--- config.mk ---
export PLATFORM = sky130hd
export DESIGN_NAME = spi_nor_command_sequencer_unit
export DESIGN_NICKNAME = d
export VERILOG_FILES = /design/src/snor_seq_pkg.sv /design/src/snor_seq_front.sv /design/src/snor_seq_fifo.sv /design/src/snor_seq_back.sv /design/src/spi_nor_command_sequencer_unit.sv
export VERILOG_INCLUDE_DIRS = /design/src /design/src/src
export SDC_FILE = /design/constraint.sdc
export NUM_CORES = 1
export LEC_CHECK = 0
export BUFFER_PORTS_ARGS = -buffer_cell sky130_fd_sc_hd__buf_4
export CAP_MARGIN = 20
export CORE_UTILIZATION = 45
export CTS_CLUSTER_SIZE = 12
export DETAILED_ROUTE_END_ITERATION = 6
export PLACE_DENSITY = 0.73
export SLEW_MARGIN = 20
export SYNTH_ARGS = -nofsm -noshare
export SYNTH_HDL_FRONTEND = slang
export SYNTH_SLANG_ARGS = --single-unit
--- constraint.sdc ---
create_clock -name clk -period 12.9 [get_ports clk]
set_input_delay 3.225 -clock clk [delete_from_list [all_inputs] [get_ports clk]]
set_output_delay 3.225 -clock clk [all_outputs]
set_load 0.02 [all_outputs]
--- src/spi_nor_command_sequencer_unit_defines.svh ---
// Assertion macros for the sequencer top level.
`ifndef SPI_NOR_COMMAND_SEQUENCER_UNIT_DEFINES_SVH
`define SPI_NOR_COMMAND_SEQUENCER_UNIT_DEFINES_SVH

// Same-cycle implication, checked out of reset.
`define SNOR_ASSERT_NOW(label, clk, rst_n, ante, cons, msg) \
    label: assert property (@(posedge clk) disable iff (!rst_n) (ante) |-> (cons)) \
        else $error(msg);

// Next-cycle implication, checked out of reset.
`define SNOR_ASSERT_NEXT(label, clk, rst_n, ante, cons, msg) \
    label: assert property (@(posedge clk) disable iff (!rst_n) (ante) |=> (cons)) \
        else $error(msg);

`endif

--- src/snor_seq_pkg.sv ---
package snor_seq_pkg;

    // Flash geometry and run limits
    localparam int PAGE_BYTES = 256;
    localparam int PAGE_W     = $clog2(PAGE_BYTES);
    localparam int MAX_RUN    = 64;
    localparam int LEN_LIMIT  = (MAX_RUN - 1) * PAGE_BYTES;
    localparam int RUN_W      = $clog2(MAX_RUN + 1);

    // Field widths
    localparam int ACT_W   = 2;
    localparam int ADDR_W  = 32;
    localparam int LEN_W   = 14;
    localparam int SEC_W   = 6;
    localparam int OP_W    = 8;
    localparam int AB_W    = 3;
    localparam int ST_W    = 2;
    localparam int FSIZE_W = 27;
    localparam int SBYTE_W = 19;

    // Stream widths
    localparam int S_DATA_W = 56;
    localparam int M_DATA_W = 80;

    // APB
    localparam int APB_AW = 4;
    localparam int APB_DW = 32;

    // Register indexes
    localparam logic [1:0] REG_ADDR4    = 2'd0;
    localparam logic [1:0] REG_FSIZE    = 2'd1;
    localparam logic [1:0] REG_SECTOR   = 2'd2;
    localparam logic [1:0] REG_ERR_BITS = 2'd3;

    // Register reset values
    localparam logic [FSIZE_W-1:0] FSIZE_RST  = FSIZE_W'(16777216);
    localparam logic [SBYTE_W-1:0] SECTOR_RST = SBYTE_W'(65536);

    // Request actions
    localparam logic [ACT_W-1:0] ACT_READ  = 2'd0;
    localparam logic [ACT_W-1:0] ACT_WRITE = 2'd1;
    localparam logic [ACT_W-1:0] ACT_ERASE = 2'd2;

    // Opcodes
    localparam logic [OP_W-1:0] OP_NONE  = 8'h00;
    localparam logic [OP_W-1:0] OP_WREN  = 8'h06;
    localparam logic [OP_W-1:0] OP_WRDI  = 8'h04;
    localparam logic [OP_W-1:0] OP_PP    = 8'h02;
    localparam logic [OP_W-1:0] OP_4PP   = 8'h12;
    localparam logic [OP_W-1:0] OP_SE    = 8'hD8;
    localparam logic [OP_W-1:0] OP_4SE   = 8'hDC;
    localparam logic [OP_W-1:0] OP_READ  = 8'h03;
    localparam logic [OP_W-1:0] OP_4READ = 8'h13;
    localparam logic [OP_W-1:0] OP_BULK  = 8'h60;
    localparam logic [OP_W-1:0] OP_CLSR  = 8'h30;

    // Address byte counts
    localparam logic [AB_W-1:0] AB_NONE  = 3'd0;
    localparam logic [AB_W-1:0] AB_THREE = 3'd3;
    localparam logic [AB_W-1:0] AB_FOUR  = 3'd4;

    // Status codes
    localparam logic [ST_W-1:0] ST_OK    = 2'd0;
    localparam logic [ST_W-1:0] ST_RANGE = 2'd1;
    localparam logic [ST_W-1:0] ST_EMPTY = 2'd2;

    // Job kinds handed from front to back
    localparam logic [1:0] JOB_ERR   = 2'd0;
    localparam logic [1:0] JOB_READ  = 2'd1;
    localparam logic [1:0] JOB_WRITE = 2'd2;
    localparam logic [1:0] JOB_ERASE = 2'd3;

    // Job queue
    localparam int QDEPTH = 4;
    localparam int QAW    = $clog2(QDEPTH);

    typedef struct packed {
        logic               four;
        logic [FSIZE_W-1:0] flash_size;
        logic [SBYTE_W-1:0] sector_bytes;
        logic               err_bits;
    } cfg_t;

    typedef struct packed {
        logic [1:0]        kind;
        logic [ST_W-1:0]   status;
        logic              four;
        logic              clr;
        logic [ADDR_W-1:0] address;
        logic [LEN_W-1:0]  length;
        logic [SEC_W-1:0]  sectors;
    } job_t;

    typedef struct packed {
        logic [OP_W-1:0]   opcode;
        logic [ADDR_W-1:0] cmd_address;
        logic [AB_W-1:0]   addr_len;
        logic [LEN_W-1:0]  data_length;
        logic [LEN_W-1:0]  data_offset;
        logic              write_enable_first;
        logic              poll_ready_after;
        logic              write_disable_after;
        logic [ST_W-1:0]   status;
        logic              last;
    } desc_t;

    typedef struct packed {
        logic full;
        logic empty;
    } q_stat_t;

endpackage

--- src/snor_seq_front.sv ---
module snor_seq_front
(
    input  logic                            s_tvalid,
    output logic                            s_tready,
    // action, address, length, sectors (from bit 0 up), zero fill
    input  logic [snor_seq_pkg::S_DATA_W-1:0] s_tdata,
    input  snor_seq_pkg::cfg_t              cfg,
    input  snor_seq_pkg::q_stat_t           q_stat,
    output logic                            q_push,
    output snor_seq_pkg::job_t              q_job
);
    import snor_seq_pkg::*;

    logic [ACT_W-1:0]  action;
    logic [ADDR_W-1:0] address;
    logic [LEN_W-1:0]  length;
    logic [SEC_W-1:0]  sectors;
    logic [ADDR_W:0]   end_addr;
    logic              past_end;
    logic              too_long;
    logic [RUN_W-1:0]  need;

    // Field unpacking
    assign action  = s_tdata[ACT_W-1:0];
    assign address = s_tdata[ACT_W+ADDR_W-1:ACT_W];
    assign length  = s_tdata[ACT_W+ADDR_W+LEN_W-1:ACT_W+ADDR_W];
    assign sectors = s_tdata[ACT_W+ADDR_W+LEN_W+SEC_W-1:ACT_W+ADDR_W+LEN_W];

    // Accept whenever the queue has room
    assign s_tready = !q_stat.full;
    assign q_push   = s_tvalid && s_tready;

    // Range checks, end address kept one bit wider so it cannot wrap
    assign end_addr = {1'b0, address} + (ADDR_W+1)'(length);
    assign past_end = end_addr > (ADDR_W+1)'(cfg.flash_size);
    assign too_long = length > LEN_W'(LEN_LIMIT);
    assign need     = RUN_W'(cfg.err_bits)
                    + ((sectors == '0) ? RUN_W'(1) : RUN_W'(sectors));

    // Classify the request
    always_comb
    begin
        q_job         = '0;
        q_job.four    = cfg.four;
        q_job.address = address;
        q_job.length  = length;
        q_job.sectors = sectors;
        q_job.clr     = cfg.err_bits;
        q_job.status  = ST_OK;
        q_job.kind    = JOB_ERR;
        unique case (action)
            ACT_READ:
            begin
                if (too_long)
                    q_job.status = ST_RANGE;
                else
                    q_job.kind = JOB_READ;
            end
            ACT_WRITE:
            begin
                if (length == '0)
                    q_job.status = ST_EMPTY;
                else if (too_long || past_end)
                    q_job.status = ST_RANGE;
                else
                    q_job.kind = JOB_WRITE;
            end
            ACT_ERASE:
            begin
                if (need > RUN_W'(MAX_RUN))
                    q_job.status = ST_RANGE;
                else
                    q_job.kind = JOB_ERASE;
            end
            default:
                q_job.status = ST_RANGE;
        endcase
    end

endmodule

--- src/snor_seq_fifo.sv ---
module snor_seq_fifo
(
    input  logic                   clk,
    input  logic                   rst_n,
    input  logic                   push,
    input  snor_seq_pkg::job_t     push_job,
    input  logic                   pop,
    output snor_seq_pkg::job_t     pop_job,
    output snor_seq_pkg::q_stat_t  stat
);
    import snor_seq_pkg::*;

    job_t           mem_reg [QDEPTH];
    logic [QAW-1:0] wr_ptr_reg, wr_ptr_next;
    logic [QAW-1:0] rd_ptr_reg, rd_ptr_next;
    logic [QAW:0]   count_reg, count_next;
    logic           do_push;
    logic           do_pop;

    assign stat.full  = count_reg == (QAW+1)'(QDEPTH);
    assign stat.empty = count_reg == '0;
    assign do_push    = push && !stat.full;
    assign do_pop     = pop && !stat.empty;
    assign pop_job    = mem_reg[rd_ptr_reg];

    // Pointer and occupancy update
    always_comb
    begin
        wr_ptr_next = do_push ? wr_ptr_reg + QAW'(1) : wr_ptr_reg;
        rd_ptr_next = do_pop ? rd_ptr_reg + QAW'(1) : rd_ptr_reg;
        count_next  = count_reg + (QAW+1)'(do_push) - (QAW+1)'(do_pop);
    end

    always_ff @(posedge clk or negedge rst_n)
    begin
        if (!rst_n)
        begin
            wr_ptr_reg <= '0;
            rd_ptr_reg <= '0;
            count_reg  <= '0;
        end
        else
        begin
            wr_ptr_reg <= wr_ptr_next;
            rd_ptr_reg <= rd_ptr_next;
            count_reg  <= count_next;
        end
    end

    // Job storage
    always_ff @(posedge clk)
    begin
        if (do_push)
            mem_reg[wr_ptr_reg] <= push_job;
    end

endmodule

--- src/snor_seq_back.sv ---
module snor_seq_back
(
    input  logic                              clk,
    input  logic                              rst_n,
    input  snor_seq_pkg::cfg_t                cfg,
    input  snor_seq_pkg::q_stat_t             q_stat,
    input  snor_seq_pkg::job_t                q_job,
    output logic                              q_pop,
    output logic                              out_valid,
    input  logic                              out_ready,
    output snor_seq_pkg::desc_t               out_desc
);
    import snor_seq_pkg::*;

    logic                busy_reg, busy_next;
    logic [1:0]          kind_reg;
    logic [ST_W-1:0]     status_reg;
    logic                four_reg;
    logic                clr_reg, clr_next;
    logic [ADDR_W-1:0]   a_reg, a_next;
    logic [LEN_W-1:0]    left_reg, left_next;
    logic [LEN_W-1:0]    off_reg, off_next;
    logic [SEC_W-1:0]    cnt_reg, cnt_next;
    logic                out_valid_reg, out_valid_next;
    desc_t               out_reg;
    desc_t               d;
    logic                fire;
    logic [ADDR_W-1:0]   sent;
    logic [AB_W-1:0]     abytes;
    logic [PAGE_W:0]     room;
    logic [LEN_W-1:0]    piece;

    assign q_pop     = !busy_reg && !q_stat.empty;
    assign fire      = busy_reg && (!out_valid_reg || out_ready);
    assign out_valid = out_valid_reg;
    assign out_desc  = out_reg;

    // Address as sent on the wire and the room left in the current page
    assign sent   = four_reg ? a_reg : {8'h00, a_reg[23:0]};
    assign abytes = four_reg ? AB_FOUR : AB_THREE;
    assign room   = (PAGE_W+1)'(PAGE_BYTES) - {1'b0, a_reg[PAGE_W-1:0]};
    assign piece  = (left_reg < LEN_W'(room)) ? left_reg : LEN_W'(room);

    // Build one descriptor per beat and step the job
    always_comb
    begin
        d         = '0;
        d.status  = ST_OK;
        clr_next  = clr_reg;
        a_next    = a_reg;
        left_next = left_reg;
        off_next  = off_reg;
        cnt_next  = cnt_reg;
        unique case (kind_reg)
            JOB_ERR:
            begin
                d.status = status_reg;
                d.last   = 1'b1;
            end
            JOB_READ:
            begin
                d.opcode      = four_reg ? OP_4READ : OP_READ;
                d.cmd_address = sent;
                d.addr_len    = abytes;
                d.data_length = left_reg;
                d.last        = 1'b1;
            end
            JOB_WRITE:
            begin
                d.opcode              = four_reg ? OP_4PP : OP_PP;
                d.cmd_address         = sent;
                d.addr_len            = abytes;
                d.data_length         = piece;
                d.data_offset         = off_reg;
                d.write_enable_first  = 1'b1;
                d.poll_ready_after    = 1'b1;
                d.write_disable_after = 1'b1;
                d.last                = left_reg == piece;
                a_next                = a_reg + ADDR_W'(piece);
                off_next              = off_reg + piece;
                left_next             = left_reg - piece;
            end
            JOB_ERASE:
            begin
                priority if (clr_reg)
                begin
                    d.opcode = OP_CLSR;
                    clr_next = 1'b0;
                end
                else if (cnt_reg == '0)
                begin
                    d.opcode              = OP_BULK;
                    d.write_enable_first  = 1'b1;
                    d.poll_ready_after    = 1'b1;
                    d.write_disable_after = 1'b1;
                    d.last                = 1'b1;
                end
                else
                begin
                    d.opcode              = four_reg ? OP_4SE : OP_SE;
                    d.cmd_address         = sent;
                    d.addr_len            = abytes;
                    d.write_enable_first  = 1'b1;
                    d.poll_ready_after    = 1'b1;
                    d.write_disable_after = 1'b1;
                    d.last                = cnt_reg == SEC_W'(1);
                    a_next                = a_reg + ADDR_W'(cfg.sector_bytes);
                    cnt_next              = cnt_reg - SEC_W'(1);
                end
            end
        endcase
    end

    // Control next state
    always_comb
    begin
        busy_next      = busy_reg;
        out_valid_next = out_valid_reg && !out_ready;
        if (q_pop)
            busy_next = 1'b1;
        if (fire)
        begin
            busy_next      = !d.last;
            out_valid_next = 1'b1;
        end
    end

    always_ff @(posedge clk or negedge rst_n)
    begin
        if (!rst_n)
        begin
            busy_reg      <= 1'b0;
            out_valid_reg <= 1'b0;
        end
        else
        begin
            busy_reg      <= busy_next;
            out_valid_reg <= out_valid_next;
        end
    end

    // Job registers and output beat
    always_ff @(posedge clk)
    begin
        if (q_pop)
        begin
            kind_reg   <= q_job.kind;
            status_reg <= q_job.status;
            four_reg   <= q_job.four;
            clr_reg    <= q_job.clr;
            a_reg      <= q_job.address;
            left_reg   <= q_job.length;
            off_reg    <= '0;
            cnt_reg    <= q_job.sectors;
        end
        else if (fire)
        begin
            clr_reg  <= clr_next;
            a_reg    <= a_next;
            left_reg <= left_next;
            off_reg  <= off_next;
            cnt_reg  <= cnt_next;
        end
        if (fire)
            out_reg <= d;
    end

endmodule

--- src/spi_nor_command_sequencer_unit.sv ---
// SPI NOR command sequencer.
// Slave stream takes one flash request per beat (read, write or erase).
// Master stream returns its run of command descriptors, one per beat, with
// tlast on the final descriptor of each request and the status on tuser.
// The APB port holds the address mode, flash size, sector size and the
// clear-status option; write it only while no request is in flight.
// The first descriptor beat of a request is registered in turn by the job queue,
// the job load from the queue and then the output register.
// Throughput: while busy and while tready is held high, the back end emits one
// descriptor per cycle; a read or an error gives one descriptor, and up to 64 come
// from a 64-page write or a clear-status plus 63-sector erase. A four-entry job
// queue lets requests be accepted while the back end is still busy.
// Reset clears the queue, the back end and the output valid flag and loads
// the register defaults; no memory clearing pass is needed.
// When the receiver holds tready low the output beat stays in place, the back
// end stops, and the slave side keeps accepting until the queue fills.
`include "spi_nor_command_sequencer_unit_defines.svh"

module spi_nor_command_sequencer_unit
(
    input  logic                                  clk,
    input  logic                                  rst_n,
    // slave stream
    input  logic                                  s_tvalid,
    output logic                                  s_tready,
    // action[1:0], address[33:2], length[47:34], sectors[53:48]
    input  logic [snor_seq_pkg::S_DATA_W-1:0]     s_tdata,
    // master stream
    output logic                                  m_tvalid,
    input  logic                                  m_tready,
    // opcode[7:0], cmd_address[39:8], addr_len[42:40], data_length[56:43],
    // data_offset[70:57], write_enable_first[71], poll_ready_after[72],
    // write_disable_after[73]
    output logic [snor_seq_pkg::M_DATA_W-1:0]     m_tdata,
    // status[1:0]
    output logic [snor_seq_pkg::ST_W-1:0]         m_tuser,
    output logic                                  m_tlast,
    // APB configuration port
    input  logic                                  psel,
    input  logic                                  penable,
    input  logic                                  pwrite,
    input  logic [snor_seq_pkg::APB_AW-1:0]       paddr,
    input  logic [snor_seq_pkg::APB_DW-1:0]       pwdata,
    output logic [snor_seq_pkg::APB_DW-1:0]       prdata,
    output logic                                  pready
);
    import snor_seq_pkg::*;

    logic               four_reg;
    logic [FSIZE_W-1:0] fsize_reg;
    logic [SBYTE_W-1:0] sector_reg;
    logic               err_bits_reg;
    logic               cfg_wr;
    logic [1:0]         reg_idx;
    cfg_t               cfg;
    q_stat_t            q_stat;
    logic               q_push;
    logic               q_pop;
    job_t               push_job;
    job_t               pop_job;
    desc_t              out_desc;

    // Register file
    assign pready  = 1'b1;
    assign reg_idx = paddr[3:2];
    assign cfg_wr  = psel && penable && pwrite && pready;

    always_ff @(posedge clk or negedge rst_n)
    begin
        if (!rst_n)
        begin
            four_reg     <= 1'b0;
            fsize_reg    <= FSIZE_RST;
            sector_reg   <= SECTOR_RST;
            err_bits_reg <= 1'b0;
        end
        else if (cfg_wr)
        begin
            unique case (reg_idx)
                REG_ADDR4:    four_reg     <= pwdata[0];
                REG_FSIZE:    fsize_reg    <= pwdata[FSIZE_W-1:0];
                REG_SECTOR:   sector_reg   <= pwdata[SBYTE_W-1:0];
                REG_ERR_BITS: err_bits_reg <= pwdata[0];
            endcase
        end
    end

    // Register readback
    always_comb
    begin
        unique case (reg_idx)
            REG_ADDR4:    prdata = APB_DW'(four_reg);
            REG_FSIZE:    prdata = APB_DW'(fsize_reg);
            REG_SECTOR:   prdata = APB_DW'(sector_reg);
            REG_ERR_BITS: prdata = APB_DW'(err_bits_reg);
        endcase
    end

    assign cfg.four         = four_reg;
    assign cfg.flash_size   = fsize_reg;
    assign cfg.sector_bytes = sector_reg;
    assign cfg.err_bits     = err_bits_reg;

    snor_seq_front u_front
    (
        .s_tvalid (s_tvalid),
        .s_tready (s_tready),
        .s_tdata  (s_tdata),
        .cfg      (cfg),
        .q_stat   (q_stat),
        .q_push   (q_push),
        .q_job    (push_job)
    );

    snor_seq_fifo u_fifo
    (
        .clk      (clk),
        .rst_n    (rst_n),
        .push     (q_push),
        .push_job (push_job),
        .pop      (q_pop),
        .pop_job  (pop_job),
        .stat     (q_stat)
    );

    snor_seq_back u_back
    (
        .clk       (clk),
        .rst_n     (rst_n),
        .cfg       (cfg),
        .q_stat    (q_stat),
        .q_job     (pop_job),
        .q_pop     (q_pop),
        .out_valid (m_tvalid),
        .out_ready (m_tready),
        .out_desc  (out_desc)
    );

    // Output beat packing
    assign m_tdata = {6'b0, out_desc.write_disable_after, out_desc.poll_ready_after,
                      out_desc.write_enable_first, out_desc.data_offset,
                      out_desc.data_length, out_desc.addr_len,
                      out_desc.cmd_address, out_desc.opcode};
    assign m_tuser = out_desc.status;
    assign m_tlast = out_desc.last;

    // Checks
    `SNOR_ASSERT_NOW(a_err_is_last, clk, rst_n,
        m_tvalid && (m_tuser != ST_OK),
        m_tlast && (out_desc.opcode == OP_NONE), "error beat not a lone final descriptor")
    `SNOR_ASSERT_NOW(a_addr_len, clk, rst_n, m_tvalid,
        (out_desc.addr_len == AB_NONE) || (out_desc.addr_len == AB_THREE)
        || (out_desc.addr_len == AB_FOUR), "bad address byte count")
    `SNOR_ASSERT_NOW(a_three_byte, clk, rst_n, m_tvalid && !four_reg,
        out_desc.cmd_address[ADDR_W-1:24] == '0, "upper address byte sent in 3-byte mode")
    `SNOR_ASSERT_NEXT(a_no_push_full, clk, rst_n, q_stat.full && !q_pop,
        !q_push, "push into a full job queue")

endmodule
# Word-level counts from Yosys, hierarchy flattened

Memory sizes are Yosys's and may differ from the RTL's.
Cells that the tools add are included.
W data, S select, Z words.

Flip-flop bits (word level): 206
Bits in writable memories: 232
Input bits: 99
Output and inout bits: 118
Word-level logic and storage cells: 146
Memories: 1

Memories:

| name           | depth | bits a word | rd ports | clocked after memory_dff | wr ports | line                | text |
|---|---|---|---|---|---|---|---|
| u_fifo.mem_reg | 4     | 58          | 1        | 0                        | 1        | snor_seq_fifo.sv:13 | `job_t mem_reg [QDEPTH];` |

Add/subtract/negate cells: 12
$lt $le $gt $ge: 4
Equality and inequality tests: 15
Multiplexer cells: 50
Reduce and logical (&&, ||, !) cells: 37

Operator list:

| cell                   | count |
|---|---|
| $mux W32               | 5 |
| $pmux W43 S3           | 1 |
| $pmux W32 S4           | 1 |
| $mux W35               | 2 |
| $pmux W32 S2           | 1 |
| $mux W14               | 4 |
| $mux W6                | 6 |
| $add A32 B14 Y33       | 1 |
| $gt A33 B27 Y1         | 1 |
| $add A32 B14 Y32       | 1 |
| $add A32 B19 Y32       | 1 |
| $pmux W14 S2           | 1 |
| $mux W8                | 2 |
| $add A14 B14 Y14       | 1 |
| $eq A14 B14 Y1         | 1 |
| $gt A14 B14 Y1 const B | 1 |
| $logic_not A14 Y1      | 1 |
| $lt A14 B9 Y1          | 1 |
| $mux W1                | 14 |
| $reduce_and A2 Y1      | 7 |
| $sub A14 B14 Y14       | 1 |
| $logic_not A6 Y1       | 2 |
| $pmux W2 S3            | 2 |
| $eq A2 B2 Y1 const B   | 5 |
| 26 further kinds       | 55 |

# Depth between registers and ports, before layout

Depth in word-level cells: 7
Mapped depth: 22
Depth with buffers taken out: 22

# By module

A second synthesis with hierarchy kept.

Cells, all modules: 1,690
Area, all modules: 22,315.2 µm²

Modules (own cells, without submodules):

| module                         | times used | cells each | area each (µm²) | seq. area each (µm²) |
|---|---|---|---|---|
| snor_seq_fifo                  | 1          | 345        | 8,907.3         | 7,141.8 |
| snor_seq_back                  | 1          | 851        | 8,762.2         | 4,264.1 |
| snor_seq_front                 | 1          | 339        | 2,416.1         | 0.0 |
| spi_nor_command_sequencer_unit | 1          | 155        | 2,229.6         | 1,203.7 |

# Worst setup path after synthesis

OpenSTA, ideal clock, no wires.

Path type: in2reg
From: in s_tdata[2] (netlist name)
To: mem u_fifo.mem_reg[0][54] (netlist name) (data pin)
Setup time: 275 ps
Arrival time: 7,383 ps
Data required time: 12,625 ps
Setup slack: 5,242 ps
Stages: 18
Buffers on the path: 1
Path through: ha_1 -> fa_1 -> a211oi_1 -> o211ai_1 -> a2111oi_2 -> or3_1 -> clkbuf_1 -> nor2_1 -> and2_1 -> xor2_1 -> ha_1 -> nand4_1 -> nor4_1 -> nand4_1 -> or4_1 -> o221a_2 -> a2111oi_4 -> o21ai_1

RTL lines:

| element            | line                                 | text |
|---|---|---|
| start: declaration | spi_nor_command_sequencer_unit.sv:27 | `input logic [snor_seq_pkg::S_DATA_W-1:0] s_tdata,` |
| end: declaration   | snor_seq_fifo.sv:13                  |  |

==> impl_metrics.csv <==
group,metric,value,unit
status,status,"complete, no violations",
yosys,synth_top_family_by_area,"simple AND/OR/NAND/NOR gates",
grt,grt_overflow,0,
critical_path,critPathArrivalTime,8.46,ns
placement,port_buffers,195,
yosys,synth_top_area_share,50.5,%
critical_path,crit_slowest_cell,"nor4_1",
sta,hold_viol,0,
critical_path,worstPathCellList,"buf_4, ha_1, fa_1, a211oi_1, o211ai_1, a2111oi_2, or3_1, nor2_1, and2_1, xor2_1, ha_1, nand4_1, nor4_1, nand4_1, or4_1, o221a_2, a2111oi_4, o21ai_1",
critical_path,worstPathMaxFanout,5,
yosys,synthArstFlopShare,13.1,%
yosys,synth_edf_count,363,
drt,drt-total-wl,54700,um
yosys,ys_seq_area_share,58.4,%
floorplan,fp.dieArea,48900,um^2
sta,whs,0.506,ns
drt,num_vias,14145,
drt,wire_per_inst,22.1,um
critical_path,critPathRequiredTime,13.19,ns
hold_path,holdCritPathClass,"register to register",
clock_tree,root_buffer,"clkbuf_16",
sta,layout_min_cycle_time,8.17,ns
power,vdd_drop_max,0.154,mV
placement,dp_hpwl,38700,um
grt,grt_max_degree,74,
grt,first_global_vias,14212,
clock_tree,ctsLongestPathBuffers,3,
clock_tree,postCtsSetupBuffers,0,
clock_tree,clock-sinks,434,
yosys,yosysWarnings,0,
yosys,synth_area_per_cell,13.2,um^2
yosys,ys_types,86,
final_layout,antenna_cells,0,
final_layout,nNetsFinal,2040,
sta,tightest_slew,1.04,ns
sta,tns,0,ns
yosys,synth_fa_ha_area_share,6.60,%
final_layout,area_delta_synth_final,16.4,%
yosys,synth_cells,1632,
drt,drc,0,
clock_tree,tritoncts,"built",
placement,place_congestion,0.910,
floorplan,core.rowCount,79,
floorplan,coreArea,47000,um^2
floorplan,ioPinCount,217,
sta,rsz0062_at_grt,"false",
yosys,synth_simple_gate_area_share,10.7,%
yosys,synth_commonest_cells,"edfxtp_1, ha_1, nand2_1",
final_layout,largest_register_ffs,232,
floorplan,die_x,221,um
floorplan,die_h,221,um
yosys,synth_compound_area_share,10.5,%
clock_tree,worstSkewPairLatency,0.59,ns
final_layout,fillCellCount,3888,
drt,vias_per_cell,5.72,
drt,drt-initial-drc-count,1260,
yosys,ys_ff_latch,434,
run,max-cap-violations,0,
clock_tree,cts_buffers,46,
placement,place_ws,4.06,ns
sta,fin_ws,4.73,ns
drt,postRouteAntennaNets,0,
critical_path,worstSetupPathType,"primary input to register",
yosys,yosys.area.top_type,"edfxtp_1",
clock_tree,cts-hold-fix-buffers,0,
yosys,yosys_most_used_dff,"edfxtp_1",
sta,relSlewSlack,30.4,%
final_layout,layout-drive-gt1-share,21.9,%
grt,grt_antenna_before_repair,0,
sta,setup_violations,0,
sta,final.period_utilization,63.3,%
yosys,yosysMostFrequentCell,"edfxtp_1",
power,p_leak,9.76,nW
clock_tree,cts_resized,0,
yosys,netlist_top_cells_area,"edfxtp_1, dfrtp_1, mux4_2",
clock_tree,path_clk_slew,0.06,ns
power,power.density,262,nW/um^2
floorplan,initial_core_util,46.0,%
drt,firstDrtPassIters,5,
critical_path,critical-path-max-stage-delay,0.60,ns
sta,maxSlewViolCount,0,
sta,fin_skew,0.0292,ns
grt,grt_usage,22.4,%
yosys,synth_area,21600,um^2
yosys,synth-xor-area-share,2.76,%
clock_tree,h-tree-depth,2,
sta,max_freq,122,MHz
critical_path,end_kind,"register",
critical_path,cp-start-kind,"primary input",
grt,grt_first_pass_wirelength,83900,um
yosys,synthMuxAreaShare,8.04,%
[cell type report]
cell class              count  area (um^2)  area share [%]
flip-flops and latches    434        12600            50.2
multi-input cells        1060         8430            33.5
repair buffers            212         1590            6.33
clock buffers              72         1290            5.13
well taps                 607          759            3.02
inverters                  76          285            1.13
clock inverters            13          169           0.672
[power breakdown]
part           total [mW]  switching, mW  internal [mW]
clock                1.29          0.540          0.751
combinational        2.82           1.65           1.17
sequential           2.47          0.331           2.14
total                6.59           2.52           4.06
[cells in the final DEF, fill, tap and decap left out, types with 7 or more instances in the layout]
| cell | count |
|---|---|
| a21oi_1 | 63 |
| o31ai_1 | 15 |
| o211ai_1 | 8 |
| xor2_1 | 36 |
| ha_1 | 106 |
| mux2_2 | 33 |
| nand2_1 | 106 |
| o21ai_0 | 88 |
| inv_1 | 73 |
| or2_2 | 7 |
| a21o_1 | 22 |
| mux4_2 | 59 |
| and3_2 | 7 |
| dfxtp_1 | 14 |
| or3_1 | 7 |
| a22o_1 | 28 |
| nand4_1 | 18 |
| a211oi_1 | 17 |
| and3_1 | 31 |
| nand3_1 | 29 |
| xnor2_1 | 32 |
| nand2b_1 | 10 |
| clkbuf_1 | 23 |
| edfxtp_1 | 363 |
| buf_4 | 212 |
| dfrtp_1 | 53 |
| o21a_1 | 19 |
| nor2_1 | 66 |
| nor4_1 | 9 |
| nor3_1 | 29 |
| or4_1 | 14 |
| and2_1 | 69 |
| a21boi_0 | 12 |
| conb_1 | 16 |
| clkbuf_16 | 47 |
[metrics by stage]
stage | instances | instance area (um^2) | power, mW | utilization [%]
finish | 2474 | 25100 | 6.59 | 53.5
floorplan | 1646 | 21600 | 4.37 | -
global route | 2474 | 25100 | 7.00 | 53.5
detailed placement | 2389 | 23700 | 5.31 | 50.4
CTS | 2474 | 25100 | 6.62 | 53.5
global placement | 2389 | 23700 | 5.23 | 50.4
[per-layer routing]
metal / vias to the layer above / wire [um] / global-route usage (%)
met5: - / 0 / 0
met4: 0 / 1710 / 8.53
met3: 87 / 4340 / 3.84
met2: 536 / 24800 / 34.5
met1: 6928 / 23800 / 31.9
li1: 6594 / - / -
[worst max-delay path, delay by kind of cell]
family / cells / cell delay (ns)
AO/OA/AOI/OAI: 6 / 1.91
adder cells (fa/ha/maj): 3 / 0.98
AND/OR/NAND/NOR: 7 / 2.06
XOR/XNOR: 1 / 0.14
buffers and inverters: 1 / 0.13
[path summary, 6_finish.rpt]
check | start | endpoint | slack (ns) | depth (start not counted)
worst min register to register | u_back.off_reg[9] | u_back.off_reg[9] | 0.51 | 1
worst min-delay path | u_back.off_reg[9] | u_back.off_reg[9] | 0.51 | 1
worst max-delay path | s_tdata[2] | u_fifo.mem_reg[1][54] | 4.73 | 18
worst max register to register | u_back.a_reg[0] | u_back.a_reg[31] | 6.48 | 20
max in group asynchronous | rst_n | u_fifo.rd_ptr_reg[1] | 9.54 | 1
min in group asynchronous | rst_n | u_fifo.count_reg[0] | 2.73 | 1
[cell families after synthesis]
kind of cell               count (synthesis)
and+or+nand+nor                          437
DFF                                      434
AOI/OAI and AO/OA                        333
buffers and inverters                    152
adders and majority gates                111
muxes                                     95
xor gates and xnor gates                  68
other                                      2
No activity file was read; power rests on OpenSTA's default activity.
